File: src/sv/gst_clear.sv
// gst_clear: post-reset sweep counter that walks every RAM address once.
// No dependencies; drives the initialization writes in the top level.
module gst_clear #(
	parameter int ADDR_W = 7
) (
	input  logic              clk,
	input  logic              arst_n,
	output logic              active,
	output logic [ADDR_W-1:0] addr
);
	logic [ADDR_W:0] cnt_q;

	always_ff @(posedge clk or negedge arst_n) begin
		if (!arst_n) begin
			cnt_q <= '0;
		end else if (!cnt_q[ADDR_W]) begin
			cnt_q <= cnt_q + 1'b1;
		end
	end

	assign active = !cnt_q[ADDR_W];
	assign addr   = cnt_q[ADDR_W-1:0];
endmodule

File: config.mk
export PLATFORM = sky130hd
export DESIGN_NAME = gst_clear
export DESIGN_NICKNAME = d
export VERILOG_FILES = /design/src/sv/gst_clear.sv
export SDC_FILE = /design/constraint.sdc
export NUM_CORES = 1
export LEC_CHECK = 0
export ABC_AREA = 1
export ABC_CLOCK_PERIOD_IN_PS = 3000
export BUFFER_PORTS_ARGS = -buffer_cell sky130_fd_sc_hd__buf_4
export CAP_MARGIN = 20
export CORE_AREA = 2 2 39 41
export CTS_BUF_LIST = sky130_fd_sc_hd__clkbuf_16
export DETAILED_ROUTE_END_ITERATION = 8
export DIE_AREA = 0 0 41 43
export PLACE_DENSITY = 0.57
export SYNTH_ARGS = -nofsm -noshare
export SYNTH_HDL_FRONTEND = slang
export SYNTH_SLANG_ARGS = --single-unit
File: constraint.sdc
create_clock -name clk -period 3 [get_ports clk]
set_clock_uncertainty 0.15 [all_clocks]
set_input_delay 0.3 -clock clk [delete_from_list [all_inputs] [get_ports clk]]
set_output_delay 0.3 -clock clk [all_outputs]
set_load 0.02 [all_outputs]
==> impl_metrics.yaml <==
die:
  row_count: 14
  fp.dieW_um: 41
  die_h_um: 43
  start_util_pct: 32.5
  coreArea_mm2: 0.00138
  ios: 10
  dieArea_mm2: 0.00176
placed_design:
  gp_congestion: 0.721
  placedInstanceArea_um2: 484
  io_buffers: 9
  dp_hpwl_um: 574
logic_synthesis:
  yosysWarnings: 0
  synthCells: 55
  syn_avg_cell_area_um2: 8.17
  seq_area_frac_synth_pct: 44.6
  ys_seq_elements: 8
  synthesis.nets: 58
  synth_area_um2: 449
  ys_types: 13
global_routing:
  grt_pass1_wl_um: 1310
  grt_antenna_before_repair: 0
  grt_start_max_net_pins: 9
  grt_pass1_vias: 313
  global_route.overflow_total: 0
  track_usage_pct: 12.0
power_and_ir_drop:
  swShare_pct: 16.2
  intPower_uw: 282
  powerDensity_mw_per_mm2: 591
  clockPowerShare_pct: 66.6
  seq_power_share_pct: 32.2
  irDropWorstVdd_mv: 0.186
  pwr-share-comb_pct: 1.2
  switching_power_uw: 54.5
  p_leak_uw: 0.000288
drt:
  dr.pass1.iters: 2
  wl_met3_um: 41
  highest_layer: "met4"
  viasPerCell: 4.44
  drt-initial-drc-count: 4
  wl_met2_um: 352
  vias: 342
  wl_per_cell_um: 10.2
  ant_nets: 0
  drc: 0
  wl_met1_um: 349
  routed_wl_um: 785
sta:
  timing.final.crit_period_ns: 1.40
  finalHoldViolCount: 0
  slew_headroom_pct: 86.5
  final_max_slew_viol_count: 0
  fmax_mhz: 713
  period_share_pct: 46.7
  setup_viol: 0
  worstMarginPinSlew_ns: 0.202
  rsz0062_at_grt: "false"
  tns_ns: 0
setup_path:
  criticalPathCategory: "reg -> out"
  cp.arrival_ns: 0.95
  cp.required_ns: 2.55
  crit_fanout: 8
  end_kind: "output port"
  cp-start-kind: "register"
cells_and_area:
  fill_cells: 132
  layout_commonest_cell: "nand2_1"
  multi_input_area_um2: 164
  layout_common_cells: "16 x nand2_1, 9 x buf_4, 8 x dfrtp_1, 7 x inv_1, 6 x nand3_1"
  regArea_um2: 200
  largest_reg_flops: 8
  largest_register: "cnt_q"
  largestRegisters: "cnt_q: 8 flops"
  drive_gt1_share_pct: 26.2
  n_antenna_cell: 0
  nets: 66
  areaGrowthSynthToFinish_pct: 26.7
  design_area_um2: 569
  final_util_pct: 41.1
clock_network:
  cts_made_buffers: 3
  h-tree-depth: 1
  clk_latency_ns: 0.23
  cts_sinks: 8
  post_cts_buffers: 0
  cts_tree: "built"
  root_buffer: "clkbuf_16"
  cts_buffer_depth: 2
  path_clk_slew_ns: 0.04
flow_run:
  maxCapViolations: 0
outcome:
  status: "complete, no violations"
min_path:
  hp-class: "in -> async"
==> area by class of cell <==
| type | count | area share [%] |
|---|---|---|
| inverters | 8 | 5.71 |
| well taps | 16 | 3.52 |
| flip-flops and latches | 8 | 35.2 |
| clock buffers | 3 | 13.2 |
| multi-input cells | 32 | 28.8 |
| repair buffers | 10 | 13.6 |
==> path summary, 6_finish.rpt <==
path	to	slack, ns	start	cells after the start
worst min-delay path	cnt_q[2]	0.28	arst_n	2
worst max register to register	cnt_q[4]	1.80	cnt_q[0]	4
max in group asynchronous	cnt_q[5]	2.29	arst_n	2
min in group clk	cnt_q[4]	0.40	cnt_q[4]	2
worst min register to register	cnt_q[4]	0.40	cnt_q[4]	2
worst max-delay path	active	1.60	cnt_q[7]	2
==> synthesized netlist by cell type <==
| cell | count | area share, % |
|---|---|---|
| xnor2_1 | 1 | 2.0 |
| nand3_4 | 1 | 3.9 |
| inv_1 | 7 | 5.9 |
| nor2_1 | 2 | 1.7 |
| o21ai_0 | 1 | 1.1 |
| ha_1 | 1 | 2.8 |
| inv_4 | 1 | 1.4 |
| dfrtp_1 | 8 | 45 |
| buf_4 | 7 | 12 |
| nor2_2 | 2 | 2.8 |
| nand3_1 | 6 | 6.7 |
| o21ai_1 | 2 | 2.2 |
| nand2_1 | 16 | 13 |
==> timing repair <==
item                      in CTS  in global routing
hold buffers                   1                  0
gates resized for setup        0                  0
hold endpoints to repair       8                  0
==> power by group through the flow <==
stage / Clock (µW) / Sequential, µW / Combinational, µW
2_1_floorplan: 0 / 110 / 0.000141
3_3_place_gp: 0 / 110 / 3.17
3_5_place_dp: 0 / 110 / 3.11
4_1_cts: 227 / 108 / 4.15
5_1_grt: 236 / 108 / 4.62
6_report: 224 / 109 / 3.98
==> metal layers <==
metal  global-route usage, %  vias up
met3                    4.71        5
met4                    12.0        0
li1                        -      174
met1                    12.9      154
met5                       0        -
met2                    16.3        9
==> kinds of logic after synthesis <==
kind of cell    count (synthesis)  share of synthesized area, %
simple gates                   27                          28.4
buf+inv                        15                          18.9
fa+ha+maj                       1                          2.79
flops                           8                          44.6
compound gates                  3                          3.34
xor+xnor                        1                          1.95
==> critical path, cell delays in order, from the launching register on <==
cell	delay, ns
dfrtp_1	0.43
inv_4	0.13
buf_4	0.15
==> through the flow <==
step                worst slack (ns)  hold slack, ns  instances  total power (µW)
finish                          1.60           0.280         77               337
global placement                1.81         -0.0243         73               113
global route                    1.55           0.303         77               349
detailed placement              1.80         -0.0256         73               113
floorplan                       1.86          -0.146         55               110
CTS                             1.59           0.277         77               339
Power figures use the tool's default switching activity.
