==> src/sv/gst_ram.sv <==
// gst_ram: generic single-write, single-read synchronous RAM, registered read.
// No dependencies.
module gst_ram #(
	parameter int WIDTH = 8,
	parameter int DEPTH = 16
) (
	input  logic                     clk,
	input  logic                     we,
	input  logic [$clog2(DEPTH)-1:0] waddr,
	input  logic [WIDTH-1:0]         wdata,
	input  logic                     re,
	input  logic [$clog2(DEPTH)-1:0] raddr,
	output logic [WIDTH-1:0]         rdata
);
	logic [WIDTH-1:0] mem [DEPTH];
	logic [WIDTH-1:0] rdata_q;

	always_ff @(posedge clk) begin
		if (we) begin
			mem[waddr] <= wdata;
		end
		if (re) begin
			rdata_q <= mem[raddr];
		end
	end

	assign rdata = rdata_q;
endmodule

==> config.mk <==
export PLATFORM = sky130hd
export DESIGN_NAME = gst_ram
export DESIGN_NICKNAME = d
export VERILOG_FILES = /design/src/sv/gst_ram.sv
export SDC_FILE = /design/constraint.sdc
export NUM_CORES = 1
export LEC_CHECK = 0
export BUFFER_PORTS_ARGS = -buffer_cell sky130_fd_sc_hd__buf_2
export CORE_ASPECT_RATIO = 2
export CORE_UTILIZATION = 60
export DETAILED_ROUTE_END_ITERATION = 7
export HOLD_SLACK_MARGIN = 0.03
export PLACE_DENSITY = 0.87
export SLEW_MARGIN = 20
export SYNTH_ARGS = -nofsm -noshare
export SYNTH_HDL_FRONTEND = slang
export SYNTH_SLANG_ARGS = --single-unit
==> constraint.sdc <==
create_clock -name clk -period 5.65 [get_ports clk]
set_input_delay 1.13 -clock clk [delete_from_list [all_inputs] [get_ports clk]]
set_output_delay 1.13 -clock clk [all_outputs]
set_load 0.005 [all_outputs]
==> flow_summary.ini, run 1 <==
[global_routing]
overflow = 0
antenna_found_initial = 0
grt_pass1_wl_microns = 14800
grt_pass1_vias = 2627
grt_max_degree = 33
grt_usage = 0.253

[worst_setup_path]
crit_fanout = 32
r2r_slack_ns = 4.17
crit_chain = buf_2, mux4_1, a22oi_1, nand2_1
cp_slowest_cell = buf_2
critPathMaxStageDelay_ns = 0.76
worstReg2RegEnd = rdata[2]
reg2reg_depth = 3
worstSetupPathType = in2reg
endpoint_kind = flop
crit_required_ns = 5.81
arrival_ns = 2.93
critPathLaunch = raddr[0]
startpoint_type = primary input
r2r_start = mem[6][2]

[sta]
tightest_slew_ns = 1.03
setup_viol = 0
slew_headroom = 0.313
slew_viol_final = 0
max_freq_mhz = 360
skew_ns = 0.00664
worst_slack_ns = 2.87
period_share = 0.491
period_needed_ns = 2.78
hold_viol = 0
rsz0062_at_grt = false
fin_tns_setup_ns = 0

[logic_synthesis]
synthDistinctLibCells = 18
synthesis.instances = 229
ys_seq_area_frac = 0.781
syn_area_sq_um = 5230
synth_nets = 248
yosysWarnings = 0
synth.avg_cell_area_sq_um = 22.8
ys_ff_latch = 136

[clock_tree]
holdBufCountCts = 0
cts.path.max_buffers = 2
cts_made_buffers = 17
cts_tree = yes
cts_setup_buffers = 0
h-tree-depth = 4
cts.sinks = 136
cts_root_buf = clkbuf_16
path_clk_slew_ns = 0.05
cts_resized = 0
clk_latency_ns = 0.41

[routing]
drt_iter0_drc = 138
totalWireLength_microns = 9910
ant_nets = 0
dr.pass1.iters = 4
wl_per_cell_microns = 26.2
vias_per_cell = 6.49
drc = 0
via_count = 2454

[pwr]
p_seq_frac = 0.510
worst_ir_drop_vdd_mv = 0.307
p_comb_frac = 0.043
power.density_nw_per_um2 = 376
power_switching_uw = 434
internal_power_mw = 1.81
p_sw_frac = 0.193
clkPwrFrac = 0.447
p_leak_nw = 2.00

[floorplanning]
die_h_microns = 134
die_x_microns = 68
initial_utilization = 0.626
io_pins = 27
design.core.area_sq_um = 8350
die_area_sq_um = 9110
rows = 47

[finish]
diodes = 0
finalNetCount = 287
area_delta_synth_final_pct = 14.1
fin_area_sq_um = 5970
drive_above_1_share = 0.264
postLayoutCoreUtil = 0.714

[hold_path]
hold_depth = 3
whs_endpoint = rdata[2]
min-delay-start = mem[14][2]
hp-class = reg2reg

[job]
cap_violations = 0

[placement]
dpl_cell_area_sq_um = 5420
hpwl_microns = 6180
io_buffers = 26
gp_congestion = 0.737
dp_slack_ns = 2.43

[status]
status = finished clean
## cell type report
type / count / area (sq um)
sequential: 136 / 4080
fill: 489 / 2380
multi-input combinational: 83 / 1060
clock buffer: 18 / 429
timing repair buffer: 30 / 160
tap: 98 / 123
clock inverter: 13 / 113
## critical path, delay by kind of cell
kind / cells / cell delay [ns]
buf+inv: 1 / 0.76
simple gates: 1 / 0.09
compound gates: 1 / 0.25
mux: 1 / 0.68
## power by group through the flow
stage	logic (mW)	clock network [mW]	registers [mW]
3_3_place_gp	0.0921	0	1.16
2_1_floorplan	0.0574	0	1.16
5_1_grt	0.104	1.05	1.15
6_report	0.0963	1.00	1.14
3_5_place_dp	0.0958	0	1.16
4_1_cts	0.0975	1.01	1.15
## flip-flops by register name (all words and copies together) (netlist names)
signal / flops
mem: 128
rdata: 8
## cell usage after synthesis, drive strengths merged
master | number | share of area
and2 | 1 | 0.0012
and2b | 1 | 0.0014
nand2 | 9 | 0.0065
nand3 | 1 | 0.00096
nand2b | 2 | 0.0024
a22oi | 16 | 0.023
nand3b | 2 | 0.0029
nor3 | 4 | 0.0038
buf | 7 | 0.011
clkdlybuf4s25 | 3 | 0.0057
nor2 | 13 | 0.0093
nor2b | 1 | 0.0012
mux4 | 32 | 0.15
edfxtp | 136 | 0.78
or3b | 1 | 0.0017
## logic make-up (layout without fill, tap and decap cells)
family	count (synthesis)	in the layout	share of synthesized area
AND/OR/NAND/NOR	35	35	0.0314
buffers and inverters	10	61	0.0165
multiplexers	32	32	0.148
flip-flops	136	136	0.781
AO/OA/AOI/OAI	16	16	0.0230
## cells in the final DEF, fill, tap and decap left out
| master | n |
|---|---|
| clkbuf_16 | 17 |
| or3b_2 | 1 |
| clkinv_1 | 5 |
| nor2_1 | 13 |
| mux4_2 | 18 |
| nand2_1 | 9 |
| bufinv_16 | 2 |
| edfxtp_1 | 136 |
| and2b_1 | 1 |
| nor3_1 | 4 |
| a22oi_1 | 16 |
| clkbuf_1 | 1 |
| nand2b_1 | 2 |
| nand3_1 | 1 |
| nand3b_1 | 2 |
| buf_2 | 26 |
| nor2b_1 | 1 |
| buf_4 | 4 |
| and2_1 | 1 |
| mux4_1 | 14 |
| clkinv_4 | 1 |
| clkinv_2 | 5 |
## how the worst max path moves through the flow
stage and end:
6_report rdata[3], 5_1_grt rdata[3], 4_1_cts rdata[2], 3_5_place_dp rdata[5], 3_3_place_gp rdata[5], 2_1_floorplan mem[0][0]
## per-layer routing
layer | wire length [microns] | GRT usage | vias to the layer above
li1 | - | - | 1058
met1 | 3390 | 0.287 | 1266
met2 | 5710 | 0.419 | 111
met3 | 545 | 0.0731 | 19
met4 | 261 | 0.130 | 0
met5 | 0 | 0 | -
## through the flow
step	hold slack, ns	total power, mW	instances
after floorplan	0.705	1.22	229
after global placement	0.728	1.26	347
after detailed placement	0.734	1.26	347
after CTS	0.750	2.25	378
after global routing	0.796	2.30	378
final	0.743	2.24	378
Note: power is estimated with default switching activity, not from simulation.
==> inputs of run 2 (changes only) <==
clock period = 2.9 ns   (was 5.65 ns; I/O delays follow)
==> flow_summary.ini, run 2 (synthesis results as in run 1) <==
[finish]
fillers = 470
final_common_cell = edfxtp_1
area_delta_synth_final_pct = 15.4
finalNetCount = 297
largest_reg_flops = 128
drive_above_1_share = 0.293
diodes = 0
top_register = mem
fin_area_sq_um = 6030
final_cell_mix = edfxtp_1 (136), buf_2 (26), mux4_2 (18)
postLayoutCoreUtil = 0.722

[worst_setup_path]
crit_required_ns = 3.05
crit_chain = buf_2, buf_12, mux4_1, a22oi_1, nand2_1
crit_fanout = 23
worstSetupPathType = in2reg
r2r_start = mem[1][3]
critPathMaxStageDelay_ns = 0.59
worstReg2RegEnd = rdata[3]
endpoint_kind = flop
critPathLaunch = raddr[0]
crit_buf_inv = 2
crit_family = multiplexers
startpoint_type = primary input
r2r_slack_ns = 1.32
cp_slowest_cell = mux4_1
reg2reg_depth = 3
arrival_ns = 2.04

[floorplanning]
initial_utilization = 0.626
die_x_microns = 68
io_pins = 27
design.core.area_sq_um = 8350
die_area_sq_um = 9110
rows = 47
die_h_microns = 134

[pwr]
worst_ir_drop_vdd_mv = 0.589
p_leak_nw = 2.04
power.density_nw_per_um2 = 710

[placement]
dpl_cell_area_sq_um = 5510
io_buffers = 26
gp_congestion = 0.779
dp_slack_ns = 0.593
hpwl_microns = 6430

[routing]
vias_per_cell = 6.49
wl_met1_microns = 3330
wl_per_cell_microns = 25.4
via_count = 2518
drc = 0
highest_layer = met4
wl_met3_microns = 542
totalWireLength_microns = 9850
ant_nets = 0
met2WireLength_microns = 5710
drt_iter0_drc = 162
dr.pass1.iters = 4

[status]
status = finished clean

[sta]
worst_slack_ns = 1.02
slew_viol_final = 0
rsz0062_at_grt = false
max_freq_mhz = 531
slew_headroom = 0.387
skew_ns = 0.00573
period_needed_ns = 1.88
period_share = 0.649
hold_viol = 0
fin_tns_setup_ns = 0
tightest_slew_ns = 0.916
setup_viol = 0

[global_routing]
grt_max_degree = 24
antenna_found_initial = 0
grt_usage = 0.250
overflow = 0
grt_pass1_vias = 2627
grt_pass1_wl_microns = 14800

[clock_tree]
clk_latency_ns = 0.41
cts_setup_buffers = 0
cts_tree = yes
cts.sinks = 136
path_clk_slew_ns = 0.05
cts_made_buffers = 17
holdBufCountCts = 0
cts_root_buf = clkbuf_16
h-tree-depth = 4
cts.path.max_buffers = 2
cts_resized = 0

[hold_path]
hold_depth = 1
whs_endpoint = rdata[4]
hp-class = in2reg
min-delay-start = re

[job]
cap_violations = 0
run 2: report_power, final:
part           switching [mW]  internal (mW)
Combinational           0.115         0.0827
Sequential             0.0122           2.22
Clock                   0.704           1.15
Total                   0.831           3.45
run 2: how the worst max path moves through the flow:
stage               cells past startpoint         to  slack [ns]
CTS                                     5   rdata[5]        1.01
detailed placement                      5   rdata[5]        0.59
global placement                        5   rdata[4]        0.65
finish                                  5   rdata[5]        1.02
floorplan                               2  mem[0][0]        0.83
global route                            5   rdata[5]        0.96
run 2: layout make-up:
type                            count  area [sq um]  share of cell area
Sequential cell                   136          4080               0.677
Multi-Input combinational cell     83          1060               0.175
Tap cell                           98           123              0.0203
Clock buffer                       19           433              0.0718
Timing Repair Buffer               40           248              0.0411
Clock inverter                     12          86.3              0.0143
run 2: through the flow:
step,total power [mW],hold WS [ns],cells
2_1_floorplan,2.38,0.679,229
3_3_place_gp,2.45,0.720,357
3_5_place_dp,2.46,0.727,357
4_1_cts,4.29,0.539,388
5_1_grt,4.39,0.544,388
6_report,4.28,0.549,388
run 2: routing by layer:
layer  GRT usage  vias up
li1            -     1081
met1       0.283     1289
met2       0.420      126
met3      0.0612       22
met4       0.134        0
met5           0        -
==> inputs of run 3 (changes only) <==
CORE_UTILIZATION = 54   (was 60)
PLACE_DENSITY = 0.83   (was 0.87)
clock period = 1.5 ns   (was 2.9 ns; I/O delays follow)
==> flow_summary.ini, run 3 (synthesis results as in run 1) <==
[routing]
vias_per_cell = 6.26
wl_per_cell_microns = 25.8
totalWireLength_microns = 10600
dr.pass1.iters = 5
via_count = 2571
ant_nets = 0
drc = 0
drt_iter0_drc = 238

[hold_path]
whs_endpoint = rdata[7]
hold_depth = 1
min-delay-start = re
hp-class = in2reg

[worst_setup_path]
worstSetupPathType = reg2reg
crit_required_ns = 1.66
arrival_ns = 1.61
worstReg2RegEnd = rdata[0]
reg2reg_depth = 3
crit_fanout = 1
endpoint_kind = flop
r2r_slack_ns = 0.04
critPathMaxStageDelay_ns = 0.53
cp_slowest_cell = mux4_2
startpoint_type = flop
r2r_start = mem[3][0]
crit_chain = mux4_2, a22oi_2, nand2_1

[clock_tree]
cts.sinks = 136
cts_tree = yes
cts_root_buf = clkbuf_16
cts_made_buffers = 17
clk_latency_ns = 0.41
holdBufCountCts = 0
cts.path.max_buffers = 2
h-tree-depth = 4
path_clk_slew_ns = 0.05
cts_setup_buffers = 0

[floorplanning]
die_area_sq_um = 10100
initial_utilization = 0.557
die_x_microns = 71.6
die_h_microns = 141
io_pins = 27
design.core.area_sq_um = 9380
rows = 50

[pwr]
worst_ir_drop_vdd_mv = 1.10
p_leak_nw = 2.10
power.density_nw_per_um2 = 1410

[global_routing]
grt_max_degree = 21
grt_pass1_vias = 2822
grt_pass1_wl_microns = 16000
antenna_found_initial = 0
overflow = 0
grt_usage = 0.234

[sta]
slew_viol_final = 0
skew_ns = 0.00584
slew_headroom = 0.397
period_needed_ns = 1.46
rsz0062_at_grt = false
tightest_slew_ns = 0.900
fin_tns_setup_ns = 0
setup_viol = 0
period_share = 0.971
hold_viol = 0
max_freq_mhz = 687

[placement]
dpl_cell_area_sq_um = 5610
hpwl_microns = 7020
io_buffers = 26
gp_congestion = 0.863

[finish]
area_delta_synth_final_pct = 18.3
diodes = 0
drive_above_1_share = 0.384
final_cell_mix = edfxtp_1 (136), mux4_2 (32), buf_4 (28)
finalNetCount = 313
fin_area_sq_um = 6180
top_register = mem
largest_reg_flops = 128
final_common_cell = edfxtp_1

[job]
cap_violations = 0

[status]
status = finished clean
==> run 3: changes by cell type in the layout (fill, tap and decap cells not counted), sizes merged <==
cell	before	now
clkbuf	19	21
clkinvlp	2	1
clkinv	9	7
buf	40	56
bufinv	1	3
==> run 3: stage by stage <==
step	instances	util	power [mW]	hold slack (ns)	setup WS [ns]
after floorplan	229	-	4.61	0.399	-0.0661
after global placement	379	0.598	4.78	0.668	-0.275
after detailed placement	379	0.598	4.80	0.679	-0.336
after CTS	411	0.658	8.77	0.249	0.0425
after global routing	411	0.659	8.97	0.242	0.00223
final	411	0.659	8.74	0.254	0.0436
==> run 3: cell type report <==
type	count	area [sq um]
Clock buffer	21	440
Clock inverter	11	130
Fill cell	573	3200
Multi-Input combinational cell	83	1020
Sequential cell	136	4080
Tap cell	104	130
Timing Repair Buffer	56	380
==> run 3: per-layer routing <==
layer | GRT usage | vias to the layer above | part of all wire
li1 | - | 1101 | -
met1 | 0.252 | 1318 | 0.35
met2 | 0.402 | 126 | 0.56
met3 | 0.0758 | 26 | 0.060
met4 | 0.128 | 0 | 0.032
met5 | 0 | - | 0
==> run 3: worst max-delay path by stage <==
stage                   start         to  slack, ns  depth (start not counted)
finish              mem[3][0]   rdata[0]       0.04                          3
CTS                 mem[1][3]   rdata[3]       0.04                          3
detailed placement   raddr[0]   rdata[1]      -0.34                          5
floorplan            waddr[2]  mem[3][0]      -0.07                          2
global route        mem[3][5]   rdata[5]      0.002                          3
global placement     raddr[0]   rdata[3]      -0.28                          5
==> run 3: worst max-delay path, delay by kind of cell, from the launching register on <==
| kind | cells | cell delay, ns |
|---|---|---|
| AO/OA/AOI/OAI | 1 | 0.22 |
| multiplexers | 1 | 0.53 |
| flip-flops | 1 | 0.37 |
| AND/OR/NAND/NOR | 1 | 0.08 |
==> run 3: timing repair <==
item | CTS | global route
endpoints found under the setup margin | 1 | 2
cloned | 0 | 0
gates resized for setup | 1 | 2
==> run 3: where the power goes <==
group          internal, mW  switching [mW]  total, mW  leakage (nW)
Clock                  2.58            1.43       4.01         0.279
Sequential             4.29          0.0248       4.31          1.24
Combinational         0.187           0.233      0.420         0.582
